===== config.mk =====
export PLATFORM = sky130hd
export DESIGN_NAME = hnk_rank
export DESIGN_NICKNAME = d
export VERILOG_FILES = /design/src/hw/rtl/hnk_pkg.sv /design/src/hw/rtl/hnk_rank.sv
export SDC_FILE = /design/constraint.sdc
export NUM_CORES = 1
export LEC_CHECK = 0
export BUFFER_PORTS_ARGS = -buffer_cell sky130_fd_sc_hd__buf_2
export CAP_MARGIN = 30
export CORE_ASPECT_RATIO = 1.25
export CORE_MARGIN = 2
export CORE_UTILIZATION = 45
export DETAILED_ROUTE_END_ITERATION = 7
export PLACE_DENSITY = 0.95
export SLEW_MARGIN = 20
export SYNTH_ARGS = -nofsm -noshare
export SYNTH_HDL_FRONTEND = slang
export SYNTH_SLANG_ARGS = --single-unit

===== constraint.sdc =====
create_clock -name vclk -period 3.4
set_input_delay 0.17 -clock vclk [all_inputs]
set_output_delay 0.17 -clock vclk [all_outputs]
set_load 0.01 [all_outputs]

===== src/hw/rtl/hnk_pkg.sv =====
// Package for the top-N heap keeper: field widths, opcodes, register indexes,
// sequencer states and the memory control struct.
// No dependencies; every other file of the block imports it.
package hnk_pkg;

  localparam int DEF_CAPACITY      = 64;
  localparam int DEF_KEY_WIDTH     = 32;
  localparam int DEF_PAYLOAD_WIDTH = 32;

  localparam int OPCODE_WIDTH    = 2;
  localparam int INDEX_WIDTH     = $clog2(DEF_CAPACITY);
  localparam int COUNT_WIDTH     = $clog2(DEF_CAPACITY + 1);
  localparam int CFG_INDEX_WIDTH = 2;
  localparam int CFG_DATA_WIDTH  = COUNT_WIDTH;

  localparam logic [COUNT_WIDTH-1:0] CAPACITY_RESET = COUNT_WIDTH'(DEF_CAPACITY);

  typedef enum logic [OPCODE_WIDTH-1:0] {
    OP_INSERT = 2'd0,
    OP_CLEAR  = 2'd1,
    OP_READ   = 2'd2,
    OP_IGNORE = 2'd3
  } op_t;

  localparam logic [CFG_INDEX_WIDTH-1:0] CFG_CAPACITY = 2'd0;
  localparam logic [CFG_INDEX_WIDTH-1:0] CFG_ORDER    = 2'd1;

  typedef enum logic [2:0] {
    ST_IDLE,
    ST_READ,
    ST_UP,
    ST_FIN,
    ST_ROOT,
    ST_DN_SEL,
    ST_DN_CMP,
    ST_DONE
  } state_t;

  typedef struct packed {
    logic rd_en;
    logic wr_en;
  } mem_ctl_t;

endpackage


===== src/hw/rtl/hnk_rank.sv =====
// Shared ranking comparator of the heap keeper: tells whether key a ranks worse than b.
// Depends on hnk_pkg for the default key width; the order mode selects the direction.
module hnk_rank #(
  parameter int KEY_WIDTH = hnk_pkg::DEF_KEY_WIDTH
) (
  input  logic [KEY_WIDTH-1:0] a,
  input  logic [KEY_WIDTH-1:0] b,
  input  logic                 keep_smallest,
  output logic                 worse
);
  import hnk_pkg::*;

  assign worse = keep_smallest ? (a > b) : (a < b);

endmodule


==> reports/results.ini <==
[synthesis]
yosysSeqAreaShare=0
synthTopCellsByArea=ha_1 (49%), inv_1 (15%), a21oi_1 (8.0%)
synth-xor-area-share=0
synth_mux_area_frac=0.0123
ys_warn_count=0
syn_inst=118
avgSynthCellArea_sq_um=6.88
synth_top_family_by_area=adder cells
synth_top_area_cell=ha_1
synth_compound_gate_area_share=0.196
syn_area_sq_um=812
synth_simple_gate_area_frac=0.146
yosysMostFrequentCell=inv_1
synthTopCellsByCount=inv_1 (33), ha_1 (32), a21oi_1 (13)
synth-adder-area-share=0.493
ys_types=16
syn_nets=215
synth.top_cell.area_share=0.493

[drt]
drtIter0Drc=4
num_vias=1043
wl_per_cell_um=10.4
wl_um=2120
avgViaCountPerCell=5.14
drc=0
ant_nets=0
first_pass_iters=4

[place]
place_ws_ps=1440
dpl.hpwl_um=2040
port_buffers=66
routabilityCongestion=0.828

[global_route]
grt_usage=0.210
gr-total-overflow=0
antenna_found_initial=0
grt_pass1_vias=1068
grt_pass1_wl_um=3780
grt_max_degree=4

[sta]
maxSlewViolCount=0
finalCritPeriodShare=0.580
max_slew_margin=0.737
grt_setup_unrepaired=false
tns_ps=0
max_clock_freq_mhz=507
setup_viol=0
hold_viol=0
period_minus_slack_ps=1970
worst_pin_slew_ps=391
whs_ps=635
setup_slack_ps=1430

[cells_and_area]
postLayoutCoreUtil=0.677
num-fill-cells=153
num_antenna_cells=0
areaGrowthSynthToFinish_pct=43.6
seq_area_sq_um=0
drive_gt1_frac=0.370
final_nets=283
final.clkbuf_count=0
design.seq.count=0

[power]
ir_drop_mv=0.0620
power_density_nw_per_um2=106
leakage_uw=0.000776

[clock_tree]
cts_hold_buf=0
ctsResizeCount=0
cts_setup_buffers=0

[floorplan]
die-area_sq_um=2160
chipWidth_um=42.0
initial_core_util=0.471
rows=17
ioPinCount=66
die_h_um=51.5
coreArea_sq_um=1720

[setup_path]
slowest_delay_ps=420
path_class=input pin to primary output
worstPathCellList=buf_2, ha_1, nand4_1, nor4_1, a211oi_1, o21ai_1, mux2i_1, buf_2
worstSetupStartpointType=input pin
critical_path_required_ps=3230
crit_path_top_delay_cell=nor4_1
worstPathMaxFanout=3
crit_top_cell=buf_2
arrival_ps=1800
end_kind=primary output

[min_path]
min-delay-path-class=input pin to primary output

[job]
cap_violations=0

[status]
status=finished, final reports clean

==> cells by family after synthesis <==
logic type | count (synthesis)
AO/OA/AOI/OAI | 26
AND/OR/NAND/NOR | 26
multiplexers | 1
buffers and inverters | 33
adder cells (fa/ha/maj) | 32
==> cell usage in the layout (no fill, tap or decap), drive strengths merged, types with 4 or more instances in the layout <==
master	Yosys	routed
inv	33	33
nand3	5	5
nand4	4	4
a21oi	14	14
nand2	11	11
o21ai	6	6
buf	0	66
ha	32	32
nor2	4	4
==> report_power, final <==
part           internal [uW]  switching, uW
Sequential                 0              0
Combinational           65.6           57.5
Clock                      0              0
Total                   65.6           57.5
==> final timing paths <==
| check | start | to | slack [ps] | depth (start not counted) |
|---|---|---|---|---|
| worst max-delay path | a[14] | worse | 1430 | 8 |
| worst min-delay path | keep_smallest | worse | 630 | 3 |
==> critical path, delay by kind of cell <==
family | cells | cell delay [ps]
muxes | 1 | 200
adders and majority gates | 1 | 310
AOI/OAI and AO/OA | 2 | 290
and+or+nand+nor | 2 | 570
buffers and inverters | 2 | 250
==> metal layers <==
metal / track usage / routed length [um]
met1: 0.211 / 755
met2: 0.469 / 1180
met3: 0.0139 / 172
met4: 0.0161 / 16
met5: 0 / 0
==> final cells by class <==
type	count	area (sq um)	area share
timing repair buffer	66	330	0.283
inverter	33	124	0.106
tap	19	23.8	0.0204
multi-input combinational	85	688	0.590
==> per-stage QoR <==
step | total power, uW | instance area [sq um] | cells
global route | 144 | 1170 | 203
finish | 123 | 1170 | 203
global placement | 116 | 1170 | 203
floorplan | 68.6 | 812 | 118
detailed placement | 125 | 1170 | 203
CTS | 125 | 1170 | 203
(Power assumes the default switching activity.)
