===== config.mk =====
export PLATFORM = sky130hd
export DESIGN_NAME = hnk_seq_flat
export DESIGN_NICKNAME = d
export VERILOG_FILES = /design/src/hw/rtl/hnk_pkg.sv /design/src/hw/rtl/hnk_req_if.sv /design/src/hw/rtl/hnk_rsp_if.sv /design/src/hw/rtl/hnk_seq.sv /design/src/flat_wrapper.sv
export SDC_FILE = /design/constraint.sdc
export NUM_CORES = 1
export LEC_CHECK = 0
export BUFFER_PORTS_ARGS = -buffer_cell sky130_fd_sc_hd__buf_2
export CAP_MARGIN = 30
export CORE_ASPECT_RATIO = 1.2
export CORE_MARGIN = 5
export CORE_UTILIZATION = 50
export CTS_CLUSTER_DIAMETER = 120
export DETAILED_ROUTE_END_ITERATION = 10
export GPL_TIMING_DRIVEN = 0
export HOLD_SLACK_MARGIN = 0.06
export PLACE_DENSITY = 0.74
export SLEW_MARGIN = 20
export SYNTH_ARGS = -nofsm -noshare
export SYNTH_HDL_FRONTEND = slang
export SYNTH_SLANG_ARGS = --single-unit

===== constraint.sdc =====
create_clock -name clk -period 5.8 [get_ports clk]
set_clock_uncertainty 0.1 [all_clocks]
set_input_delay 0 -clock clk [delete_from_list [all_inputs] [get_ports clk]]
set_output_delay 0 -clock clk [all_outputs]
set_load 0.1 [all_outputs]

===== src/hw/rtl/hnk_pkg.sv =====
// Package for the top-N heap keeper: field widths, opcodes, register indexes,
// sequencer states and the memory control struct.
// No dependencies; every other file of the block imports it.
package hnk_pkg;

  localparam int DEF_CAPACITY      = 64;
  localparam int DEF_KEY_WIDTH     = 32;
  localparam int DEF_PAYLOAD_WIDTH = 32;

  localparam int OPCODE_WIDTH    = 2;
  localparam int INDEX_WIDTH     = $clog2(DEF_CAPACITY);
  localparam int COUNT_WIDTH     = $clog2(DEF_CAPACITY + 1);
  localparam int CFG_INDEX_WIDTH = 2;
  localparam int CFG_DATA_WIDTH  = COUNT_WIDTH;

  localparam logic [COUNT_WIDTH-1:0] CAPACITY_RESET = COUNT_WIDTH'(DEF_CAPACITY);

  typedef enum logic [OPCODE_WIDTH-1:0] {
    OP_INSERT = 2'd0,
    OP_CLEAR  = 2'd1,
    OP_READ   = 2'd2,
    OP_IGNORE = 2'd3
  } op_t;

  localparam logic [CFG_INDEX_WIDTH-1:0] CFG_CAPACITY = 2'd0;
  localparam logic [CFG_INDEX_WIDTH-1:0] CFG_ORDER    = 2'd1;

  typedef enum logic [2:0] {
    ST_IDLE,
    ST_READ,
    ST_UP,
    ST_FIN,
    ST_ROOT,
    ST_DN_SEL,
    ST_DN_CMP,
    ST_DONE
  } state_t;

  typedef struct packed {
    logic rd_en;
    logic wr_en;
  } mem_ctl_t;

endpackage


===== src/hw/rtl/hnk_req_if.sv =====
// Request channel interface of the heap keeper: valid, ready and one item.
// Depends on hnk_pkg for the opcode and index widths.
interface hnk_req_if #(
  parameter int KEY_WIDTH     = hnk_pkg::DEF_KEY_WIDTH,
  parameter int PAYLOAD_WIDTH = hnk_pkg::DEF_PAYLOAD_WIDTH
);
  import hnk_pkg::*;

  logic                     valid;
  logic                     ready;
  logic [OPCODE_WIDTH-1:0]  opcode;
  logic [KEY_WIDTH-1:0]     key;
  logic [PAYLOAD_WIDTH-1:0] payload;
  logic [INDEX_WIDTH-1:0]   index;

  modport source (output valid, opcode, key, payload, index, input ready);
  modport sink   (input valid, opcode, key, payload, index, output ready);
endinterface


===== src/hw/rtl/hnk_rsp_if.sv =====
// Response channel interface of the heap keeper: valid, ready and one result.
// Depends on hnk_pkg for the count width.
interface hnk_rsp_if #(
  parameter int KEY_WIDTH     = hnk_pkg::DEF_KEY_WIDTH,
  parameter int PAYLOAD_WIDTH = hnk_pkg::DEF_PAYLOAD_WIDTH
);
  import hnk_pkg::*;

  logic                     valid;
  logic                     ready;
  logic                     accepted;
  logic [COUNT_WIDTH-1:0]   count;
  logic                     read_valid;
  logic [KEY_WIDTH-1:0]     read_key;
  logic [PAYLOAD_WIDTH-1:0] read_payload;

  modport source (output valid, accepted, count, read_valid, read_key, read_payload,
                  input ready);
  modport sink   (input valid, accepted, count, read_valid, read_key, read_payload,
                  output ready);
endinterface


===== src/hw/rtl/hnk_seq.sv =====
// Sequencer of the heap keeper: takes requests, walks the heap one level per step
// through the record memory and the shared comparator, and registers the response.
// Depends on hnk_pkg, hnk_req_if and hnk_rsp_if.
module hnk_seq #(
  parameter int CAPACITY      = hnk_pkg::DEF_CAPACITY,
  parameter int KEY_WIDTH     = hnk_pkg::DEF_KEY_WIDTH,
  parameter int PAYLOAD_WIDTH = hnk_pkg::DEF_PAYLOAD_WIDTH
) (
  input  logic                                 clk,
  input  logic                                 rst,
  input  logic [hnk_pkg::COUNT_WIDTH-1:0]      cap,
  hnk_req_if.sink                              req,
  hnk_rsp_if.source                            rsp,
  output hnk_pkg::mem_ctl_t                    mctl,
  output logic [$clog2(CAPACITY)-1:0]          wr_addr,
  output logic [KEY_WIDTH+PAYLOAD_WIDTH-1:0]   wr_data,
  output logic [$clog2(CAPACITY)-1:0]          rd_a_addr,
  output logic [$clog2(CAPACITY)-1:0]          rd_b_addr,
  input  logic [KEY_WIDTH+PAYLOAD_WIDTH-1:0]   rd_a_data,
  input  logic [KEY_WIDTH+PAYLOAD_WIDTH-1:0]   rd_b_data,
  output logic [KEY_WIDTH-1:0]                 rank_a,
  output logic [KEY_WIDTH-1:0]                 rank_b,
  input  logic                                 rank_worse
);
  import hnk_pkg::*;

  localparam int AW  = $clog2(CAPACITY);
  localparam int HW  = $clog2(CAPACITY + 1);
  localparam int CIW = AW + 2;
  localparam int DW  = KEY_WIDTH + PAYLOAD_WIDTH;

  state_t state;
  state_t state_next;

  logic [HW-1:0]            held;
  logic [AW-1:0]            pos;
  logic [KEY_WIDTH-1:0]     rec_key;
  logic [PAYLOAD_WIDTH-1:0] rec_pay;
  logic [AW-1:0]            child_idx;
  logic [KEY_WIDTH-1:0]     child_key;
  logic [PAYLOAD_WIDTH-1:0] child_pay;
  logic                     res_accepted;
  logic                     res_rvalid;
  logic [KEY_WIDTH-1:0]     res_key;
  logic [PAYLOAD_WIDTH-1:0] res_pay;

  logic                     acc;
  logic                     out_free;
  logic [HW-1:0]            eff_cap;
  logic                     not_full;
  logic                     idx_ok;
  logic [AW-1:0]            held_lo;
  logic [AW-1:0]            par_held;
  logic [AW-1:0]            par_pos;
  logic [AW-1:0]            par_par;
  logic [CIW-1:0]           held_x;
  logic [CIW-1:0]           cur1;
  logic [CIW-1:0]           cur2;
  logic [AW-1:0]            kid_base;
  logic [CIW-1:0]           kid1;
  logic [CIW-1:0]           kid2;
  logic                     pick_b;
  logic [KEY_WIDTH-1:0]     rd_a_key;
  logic [PAYLOAD_WIDTH-1:0] rd_a_pay;
  logic [KEY_WIDTH-1:0]     rd_b_key;
  logic [PAYLOAD_WIDTH-1:0] rd_b_pay;

  assign rd_a_key = rd_a_data[DW-1:PAYLOAD_WIDTH];
  assign rd_a_pay = rd_a_data[PAYLOAD_WIDTH-1:0];
  assign rd_b_key = rd_b_data[DW-1:PAYLOAD_WIDTH];
  assign rd_b_pay = rd_b_data[PAYLOAD_WIDTH-1:0];

  assign acc      = req.valid && req.ready;
  assign out_free = !rsp.valid || rsp.ready;

  always_comb begin
    if (cap == '0) begin
      eff_cap = HW'(1);
    end else if (int'(cap) > CAPACITY) begin
      eff_cap = HW'(CAPACITY);
    end else begin
      eff_cap = HW'(cap);
    end
  end

  assign not_full = held < eff_cap;
  assign idx_ok   = (HW + INDEX_WIDTH)'(req.index) < (HW + INDEX_WIDTH)'(held);

  assign held_lo  = held[AW-1:0];
  assign par_held = AW'((held_lo - AW'(1)) >> 1);
  assign par_pos  = AW'((pos - AW'(1)) >> 1);
  assign par_par  = AW'((par_pos - AW'(1)) >> 1);
  assign held_x   = CIW'(held);
  assign cur1     = (CIW'(pos) << 1) + CIW'(1);
  assign cur2     = cur1 + CIW'(1);
  assign kid_base = (state == ST_ROOT) ? '0 : child_idx;
  assign kid1     = (CIW'(kid_base) << 1) + CIW'(1);
  assign kid2     = kid1 + CIW'(1);
  assign pick_b   = (cur2 < held_x) && rank_worse;

  always_comb begin
    state_next = state;
    case (state)
      ST_IDLE: begin
        if (acc) begin
          case (op_t'(req.opcode))
            OP_INSERT: begin
              if (not_full) begin
                state_next = (held == '0) ? ST_FIN : ST_UP;
              end else if (held != '0) begin
                state_next = ST_ROOT;
              end else begin
                state_next = ST_DONE;
              end
            end
            OP_READ: state_next = ST_READ;
            default: state_next = ST_DONE;
          endcase
        end
      end
      ST_READ: state_next = ST_DONE;
      ST_UP: begin
        if (rank_worse && par_pos != '0) begin
          state_next = ST_UP;
        end else if (rank_worse) begin
          state_next = ST_FIN;
        end else begin
          state_next = ST_DONE;
        end
      end
      ST_FIN:    state_next = ST_DONE;
      ST_ROOT:   state_next = rank_worse ? ST_DN_SEL : ST_DONE;
      ST_DN_SEL: state_next = (cur1 >= held_x) ? ST_DONE : ST_DN_CMP;
      ST_DN_CMP: state_next = rank_worse ? ST_DN_SEL : ST_DONE;
      ST_DONE:   state_next = out_free ? ST_IDLE : ST_DONE;
      default:   state_next = ST_IDLE;
    endcase
  end

  always_comb begin
    req.ready   = (state == ST_IDLE);
    mctl.rd_en  = 1'b0;
    mctl.wr_en  = 1'b0;
    wr_addr     = pos;
    wr_data     = {rec_key, rec_pay};
    rd_a_addr   = kid1[AW-1:0];
    rd_b_addr   = kid2[AW-1:0];
    rank_a      = rec_key;
    rank_b      = rd_a_key;
    case (state)
      ST_IDLE: begin
        mctl.rd_en = acc;
        if (op_t'(req.opcode) == OP_READ) begin
          rd_a_addr = AW'(req.index);
        end else if (not_full) begin
          rd_a_addr = par_held;
        end else begin
          rd_a_addr = '0;
        end
      end
      ST_UP: begin
        mctl.wr_en = 1'b1;
        mctl.rd_en = rank_worse && par_pos != '0;
        rd_a_addr  = par_par;
        if (rank_worse) begin
          wr_data = rd_a_data;
        end
      end
      ST_FIN: begin
        mctl.wr_en = 1'b1;
      end
      ST_ROOT: begin
        mctl.rd_en = rank_worse;
        rank_a     = rd_a_key;
        rank_b     = rec_key;
      end
      ST_DN_SEL: begin
        mctl.wr_en = (cur1 >= held_x);
        rank_a     = rd_b_key;
        rank_b     = rd_a_key;
      end
      ST_DN_CMP: begin
        mctl.wr_en = 1'b1;
        mctl.rd_en = rank_worse;
        rank_a     = child_key;
        rank_b     = rec_key;
        if (rank_worse) begin
          wr_data = {child_key, child_pay};
        end
      end
      default: begin
      end
    endcase
  end

  always_ff @(posedge clk) begin
    if (rst) begin
      state     <= ST_IDLE;
      held      <= '0;
      rsp.valid <= 1'b0;
    end else begin
      state <= state_next;
      if (state == ST_IDLE && acc && op_t'(req.opcode) == OP_INSERT && not_full) begin
        held <= held + HW'(1);
      end else if (state == ST_IDLE && acc && op_t'(req.opcode) == OP_CLEAR) begin
        held <= '0;
      end
      if (state == ST_DONE && out_free) begin
        rsp.valid <= 1'b1;
      end else if (rsp.ready) begin
        rsp.valid <= 1'b0;
      end
    end
  end

  always_ff @(posedge clk) begin
    case (state)
      ST_IDLE: begin
        if (acc) begin
          rec_key      <= req.key;
          rec_pay      <= req.payload;
          res_accepted <= 1'b0;
          res_rvalid   <= 1'b0;
          res_key      <= '0;
          res_pay      <= '0;
          case (op_t'(req.opcode))
            OP_INSERT: begin
              if (not_full) begin
                pos          <= held_lo;
                res_accepted <= 1'b1;
              end else begin
                pos <= '0;
              end
            end
            OP_READ: res_rvalid <= idx_ok;
            default: begin
            end
          endcase
        end
      end
      ST_READ: begin
        res_key <= res_rvalid ? rd_a_key : '0;
        res_pay <= res_rvalid ? rd_a_pay : '0;
      end
      ST_UP: begin
        if (rank_worse) begin
          pos <= par_pos;
        end
      end
      ST_ROOT: begin
        res_accepted <= rank_worse;
      end
      ST_DN_SEL: begin
        child_idx <= pick_b ? cur2[AW-1:0] : cur1[AW-1:0];
        child_key <= pick_b ? rd_b_key : rd_a_key;
        child_pay <= pick_b ? rd_b_pay : rd_a_pay;
      end
      ST_DN_CMP: begin
        if (rank_worse) begin
          pos <= child_idx;
        end
      end
      ST_DONE: begin
        if (out_free) begin
          rsp.accepted     <= res_accepted;
          rsp.count        <= COUNT_WIDTH'(held);
          rsp.read_valid   <= res_rvalid;
          rsp.read_key     <= res_key;
          rsp.read_payload <= res_pay;
        end
      end
      default: begin
      end
    endcase
  end

  a_held_bound: assert property (@(posedge clk) disable iff (rst)
    held <= HW'(CAPACITY))
    else $error("held count exceeds the built capacity");

  a_no_write_idle: assert property (@(posedge clk) disable iff (rst)
    (state == ST_IDLE || state == ST_DONE || state == ST_READ) |-> !mctl.wr_en)
    else $error("memory write outside a sift step");

  a_clear_empties: assert property (@(posedge clk) disable iff (rst)
    (acc && req.opcode == OP_CLEAR) |=> (held == '0))
    else $error("clear did not empty the heap");

  a_result_kind: assert property (@(posedge clk) disable iff (rst)
    rsp.valid |-> !(rsp.accepted && rsp.read_valid))
    else $error("result flags both an insert and a read");

endmodule


===== src/flat_wrapper.sv =====
// flat-port wrapper written by rule: the top's interface ports become plain ports
module hnk_seq_flat import hnk_pkg::*;
#(
  parameter int CAPACITY      = hnk_pkg::DEF_CAPACITY,
  parameter int KEY_WIDTH     = hnk_pkg::DEF_KEY_WIDTH,
  parameter int PAYLOAD_WIDTH = hnk_pkg::DEF_PAYLOAD_WIDTH
)
  (clk, rst, cap, mctl, wr_addr, wr_data, rd_a_addr, rd_b_addr, rd_a_data, rd_b_data, rank_a, rank_b, rank_worse, req_valid, req_opcode, req_key, req_payload, req_index, req_ready, rsp_valid, rsp_accepted, rsp_count, rsp_read_valid, rsp_read_key, rsp_read_payload, rsp_ready);
  hnk_req_if #(.KEY_WIDTH(KEY_WIDTH), .PAYLOAD_WIDTH(PAYLOAD_WIDTH)) req_i ();
  hnk_rsp_if #(.KEY_WIDTH(KEY_WIDTH), .PAYLOAD_WIDTH(PAYLOAD_WIDTH)) rsp_i ();
  input  logic clk;
  input  logic rst;
  input  logic [hnk_pkg::COUNT_WIDTH-1:0] cap;
  output hnk_pkg::mem_ctl_t mctl;
  output logic [$clog2(CAPACITY)-1:0] wr_addr;
  output logic [KEY_WIDTH+PAYLOAD_WIDTH-1:0] wr_data;
  output logic [$clog2(CAPACITY)-1:0] rd_a_addr;
  output logic [$clog2(CAPACITY)-1:0] rd_b_addr;
  input  logic [KEY_WIDTH+PAYLOAD_WIDTH-1:0] rd_a_data;
  input  logic [KEY_WIDTH+PAYLOAD_WIDTH-1:0] rd_b_data;
  output logic [KEY_WIDTH-1:0] rank_a;
  output logic [KEY_WIDTH-1:0] rank_b;
  input  logic rank_worse;
  input wire logic [$bits(req_i.valid)-1:0] req_valid;
  input wire logic [$bits(req_i.opcode)-1:0] req_opcode;
  input wire logic [$bits(req_i.key)-1:0] req_key;
  input wire logic [$bits(req_i.payload)-1:0] req_payload;
  input wire logic [$bits(req_i.index)-1:0] req_index;
  output wire logic [$bits(req_i.ready)-1:0] req_ready;
  output wire logic [$bits(rsp_i.valid)-1:0] rsp_valid;
  output wire logic [$bits(rsp_i.accepted)-1:0] rsp_accepted;
  output wire logic [$bits(rsp_i.count)-1:0] rsp_count;
  output wire logic [$bits(rsp_i.read_valid)-1:0] rsp_read_valid;
  output wire logic [$bits(rsp_i.read_key)-1:0] rsp_read_key;
  output wire logic [$bits(rsp_i.read_payload)-1:0] rsp_read_payload;
  input wire logic [$bits(rsp_i.ready)-1:0] rsp_ready;
  assign req_i.valid = req_valid;
  assign req_i.opcode = req_opcode;
  assign req_i.key = req_key;
  assign req_i.payload = req_payload;
  assign req_i.index = req_index;
  assign req_ready = req_i.ready;
  assign rsp_valid = rsp_i.valid;
  assign rsp_accepted = rsp_i.accepted;
  assign rsp_count = rsp_i.count;
  assign rsp_read_valid = rsp_i.read_valid;
  assign rsp_read_key = rsp_i.read_key;
  assign rsp_read_payload = rsp_i.read_payload;
  assign rsp_i.ready = rsp_ready;
  hnk_seq #(.CAPACITY(CAPACITY), .KEY_WIDTH(KEY_WIDTH), .PAYLOAD_WIDTH(PAYLOAD_WIDTH)) u_core (.clk(clk), .rst(rst), .cap(cap), .req(req_i), .rsp(rsp_i), .mctl(mctl), .wr_addr(wr_addr), .wr_data(wr_data), .rd_a_addr(rd_a_addr), .rd_b_addr(rd_b_addr), .rd_a_data(rd_a_data), .rd_b_data(rd_b_data), .rank_a(rank_a), .rank_b(rank_b), .rank_worse(rank_worse));
endmodule

==> results.txt <==
----------------------------------------------------
[Outcome]
  Run status ... complete, no violations

[Setup path]
  Largest stage delay on the critical path ... 0.57 ns
  Worst setup slack for register-to-register paths ... 1.88 ns
  Cell family contributing the most delay on the critical path ... buffers and inverters
  Crit path buf inv count ... 5
  Chain of cells forming the critical path ... clkbuf_1 > inv_1 > ha_1 > a2111oi_2 > a21oi_2 > a21oi_4 > buf_6 > buf_12 > mux2_4 > dlygate4sd3_1
  Crit start category ... flop
  Critical path data arrival time ... 4.11 ns
  Worst Path Max Fanout ... 10
  Worst setup path category ... reg2reg
  Slowest cell on the critical path ... sky130_fd_sc_hd__dlygate4sd3_1
  Sort of element at the end of the critical path ... flop
  Required @ worst endpoint ... 5.99 ns

[Power]
  Cell internal pwr ... 0.00437 W
  Power density of the placed cells ... 354 nW/um^2
  Leakage power summed over all cells ... 8.72 nW
  Worst IR drop on VDD ... 0.356 mV
  Combinational Power Share ... 0.408
  Net switching power of the design ... 0.00324 W
  Sw Ratio ... 0.426
  Power share of the clock group ... 0.251
  Total power ... 0.00762 W
  Sequential fraction of design power ... 0.341

[Placed design]
  Routability cong. ... 0.950
  Number of input and output port buffers inserted ... 432
  Half-perimeter wire length after detailed placement ... 36600 um
  Instance area at placement ... 17400 um^2

[Min path]
  Hold WC Path Type ... in2reg

[STA]
  Hold violation total from the final report ... 0
  Total count of max-transition violations in the final report ... 0
  Setup repair after global routing missed its margin ... no
  Worst slew slack as a fraction of its limit ... 0.364
  Setup TNS ... 0 ns
  Final period util ... 0.676
  Setup violation total in the final timing report ... 0
  Achievable frequency ... 255 MHz
  Final critical-path required period ... 3.92 ns
  Worst Max-Slew Pin Slew ... 0.954 ns

[Synth]
  Synthesized netlist cell count ... 1110
  Largest cells by area after synthesis ... sky130_fd_sc_hd__edfxtp_1 (58%), sky130_fd_sc_hd__mux2_2 (7.7%), sky130_fd_sc_hd__mux2i_1 (4.5%)
  Most numerous cell in the Yosys netlist ... sky130_fd_sc_hd__edfxtp_1
  Number of enable flip-flop cells after synthesis ... 279
  Proportion of synthesized chip area in sequential cells ... 0.592
  Leading cell types by count after synthesis ... sky130_fd_sc_hd__edfxtp_1 (279), sky130_fd_sc_hd__mux2_2 (99), sky130_fd_sc_hd__nand2_1 (92), sky130_fd_sc_hd__o22ai_1 (74), sky130_fd_sc_hd__o21ai_0 (68)
  YS warnings ... 0
  Mean instance size in the synthesized netlist ... 13.1 um^2
  Register bit count reported by yosys ... 290
  Asr flop ratio synth ... 0
  Share of Yosys cell area claimed by the top area cell type ... 0.577
  Netlist area before placement ... 14500 um^2
  Ys flop type ... sky130_fd_sc_hd__edfxtp_1
  Synth Net Count ... 1351
  Post-synth top area cell ... sky130_fd_sc_hd__edfxtp_1
  Count of distinct cell types in the synthesized netlist ... 62

[Floorplan]
  Core Box Area ... 28800 um^2
  Height of the chip ... 197 um
  Area enclosed by the die boundary ... 32600 um^2
  Initial core utilization ... 0.505
  DIE WIDTH ... 166 um
  Number of I/O pins ... 435
  Site Rows ... 68

[Flow run]
  Maxcap violations ... 0

[CTS]
  Clock tree from TritonCTS ... yes
  Inserted Clock Buffers ... 30
  Clock latency of the later-clocked register in the worst-skew pair ... 0.57 ns
  Total number of clock tree sinks ... 290
  Library cell used as clock root buffer ... sky130_fd_sc_hd__clkbuf_16
  Post-CTS clock slew at the launch and capture registers of the worst setup and hold paths ... 0.06 ns
  H-tree depth reported by CTS ... 1
  Maximum clock path buffer count ... 3

[Route]
  Total DRC errors in the routed layout ... 0
  Vias after detailed routing ... 13528
  Final wirelength ... 57500 um
  Number of violations reported at the end of detailed-routing iteration 0 ... 1214
  Via-per-instance ratio ... 5.87
  Wire length per cell after detailed routing ... 25.0 um
  Post-route ant nets ... 0
  Number of iterations in the first detailed-routing pass ... 7

[Final layout]
  Number of nets in the finished design ... 2139
  Post-layout util ... 0.748
  Post-synthesis to final-layout area growth ... 48.1%
  Number of fill cells ... 1872
  Multi-input gate area in the final layout ... 5470 um^2
  Finished layout cell area ... 21500 um^2
  Area used by sequential logic in the layout ... 8600 um^2
  Proportion of layout cells with a drive suffix above 1 ... 0.339

[Global route]
  Number of antenna violations at the first check in global routing ... 3
  Remaining global-route overflow ... 0
  Number of global-route vias before repair ... 14168
  Combined global-route utilization of all metal layers ... 0.341
  Wire length of the first global-routing pass ... 83800 um
  Pin count of the biggest net entering global routing ... 43

----------------------------------------------------
## final cells by class
class | count | area share
Sequential cell | 290 | 0.400
Timing Repair Buffer | 756 | 0.257
Multi-Input combinational cell | 723 | 0.254
Clock buffer | 37 | 0.0371
Tap cell | 385 | 0.0224
Buffer | 78 | 0.0190
Clock inverter | 15 | 0.00663
Inverter | 19 | 0.00343
Antenna cell | 1 | 0.000116
## worst paths after layout
kind / startpoint / to / cells past startpoint
hold reg to reg: u_core.res_pay[29] / u_core.rsp.read_payload[29] / 0
setup / recovery: u_core.held[3] / u_core.child_pay[30] / 10
hold / removal: req_key[26] / u_core.rec_key[26] / 2
setup reg to reg: u_core.held[3] / u_core.child_pay[30] / 10
## flip-flops by register name, indices dropped and copies added, names as in the netlist, 3 cells and up
signal and count:
u_core.res_key 32, u_core.child_pay 32, u_core.state 3, u_core.res_pay 32, u_core.rsp.count 7, u_core.child_idx 6
u_core.child_key 32, u_core.rec_pay 32, u_core.rsp.read_payload 32, u_core.wr_addr 6, u_core.held 7, u_core.rec_key 32
u_core.rsp.read_key 32
## per-stage QoR
| step | hold WS (ns) | std cells | setup WS (ns) |
|---|---|---|---|
| 6_report | 0.0692 | 2304 | 1.88 |
| 5_1_grt | 0.0669 | 2304 | 1.80 |
| 4_1_cts | 0.0601 | 2302 | 1.94 |
| 3_5_place_dp | 0.0781 | 1937 | 2.51 |
| 3_3_place_gp | 0.0772 | 1927 | -1.57 |
| 2_1_floorplan | -0.0309 | 1110 | 0.622 |
## power by group through the flow
stage / registers [W] / clock network, W / logic [W]
4_1_cts: 0.00259 / 0.00191 / 0.00305
3_3_place_gp: 0.00265 / 0 / 0.00278
3_5_place_dp: 0.00263 / 0 / 0.00284
5_1_grt: 0.00260 / 0.00201 / 0.00320
6_report: 0.00260 / 0.00191 / 0.00311
2_1_floorplan: 0.00278 / 0 / 0.00203
## layout by cell type (no fill, tap or decap), drive strengths merged, types with 4 or more instances in the layout
master,count
buf,477
dlygate4sd3,314
edfxtp,279
mux2,129
nand2,93
clkbuf,80
o21ai,75
o22ai,74
and2,66
mux2i,65
a21oi,54
ha,29
nor2,25
inv,18
xnor2,14
clkinv,12
dfxtp,11
nand3,11
xor2,10
nor2b,7
nor3,6
o21a,6
nand2b,5
a211o,4
a21o,4
a211oi,4
or3,4
## routing by layer
metal,routed length (um),global-route usage,part of all wire
met5,25,0,0.00043
met3,5660,0.0849,0.098
met2,28000,0.576,0.49
met1,19700,0.386,0.34
met4,4170,0.209,0.072
## logic make-up (layout without fill, tap and decap cells)
logic type | Yosys count | in the layout | synth area share
compound gates | 244 | 244 | 0.101
fa+ha+maj | 29 | 29 | 0.0250
mux | 194 | 194 | 0.153
other cells | 1 | 2 | 0.000258
flops | 290 | 290 | 0.592
simple gates | 231 | 231 | 0.0811
xor+xnor | 24 | 24 | 0.0145
buf+inv | 97 | 905 | 0.0331
## what timing repair did
action | CTS | global route
gates resized for setup | 0 | 0
hold endpoints to repair | 231 | 1
hold buffers | 313 | 1
buffers inserted | 0 | 0
Note: power is estimated with default switching activity, not from simulation.
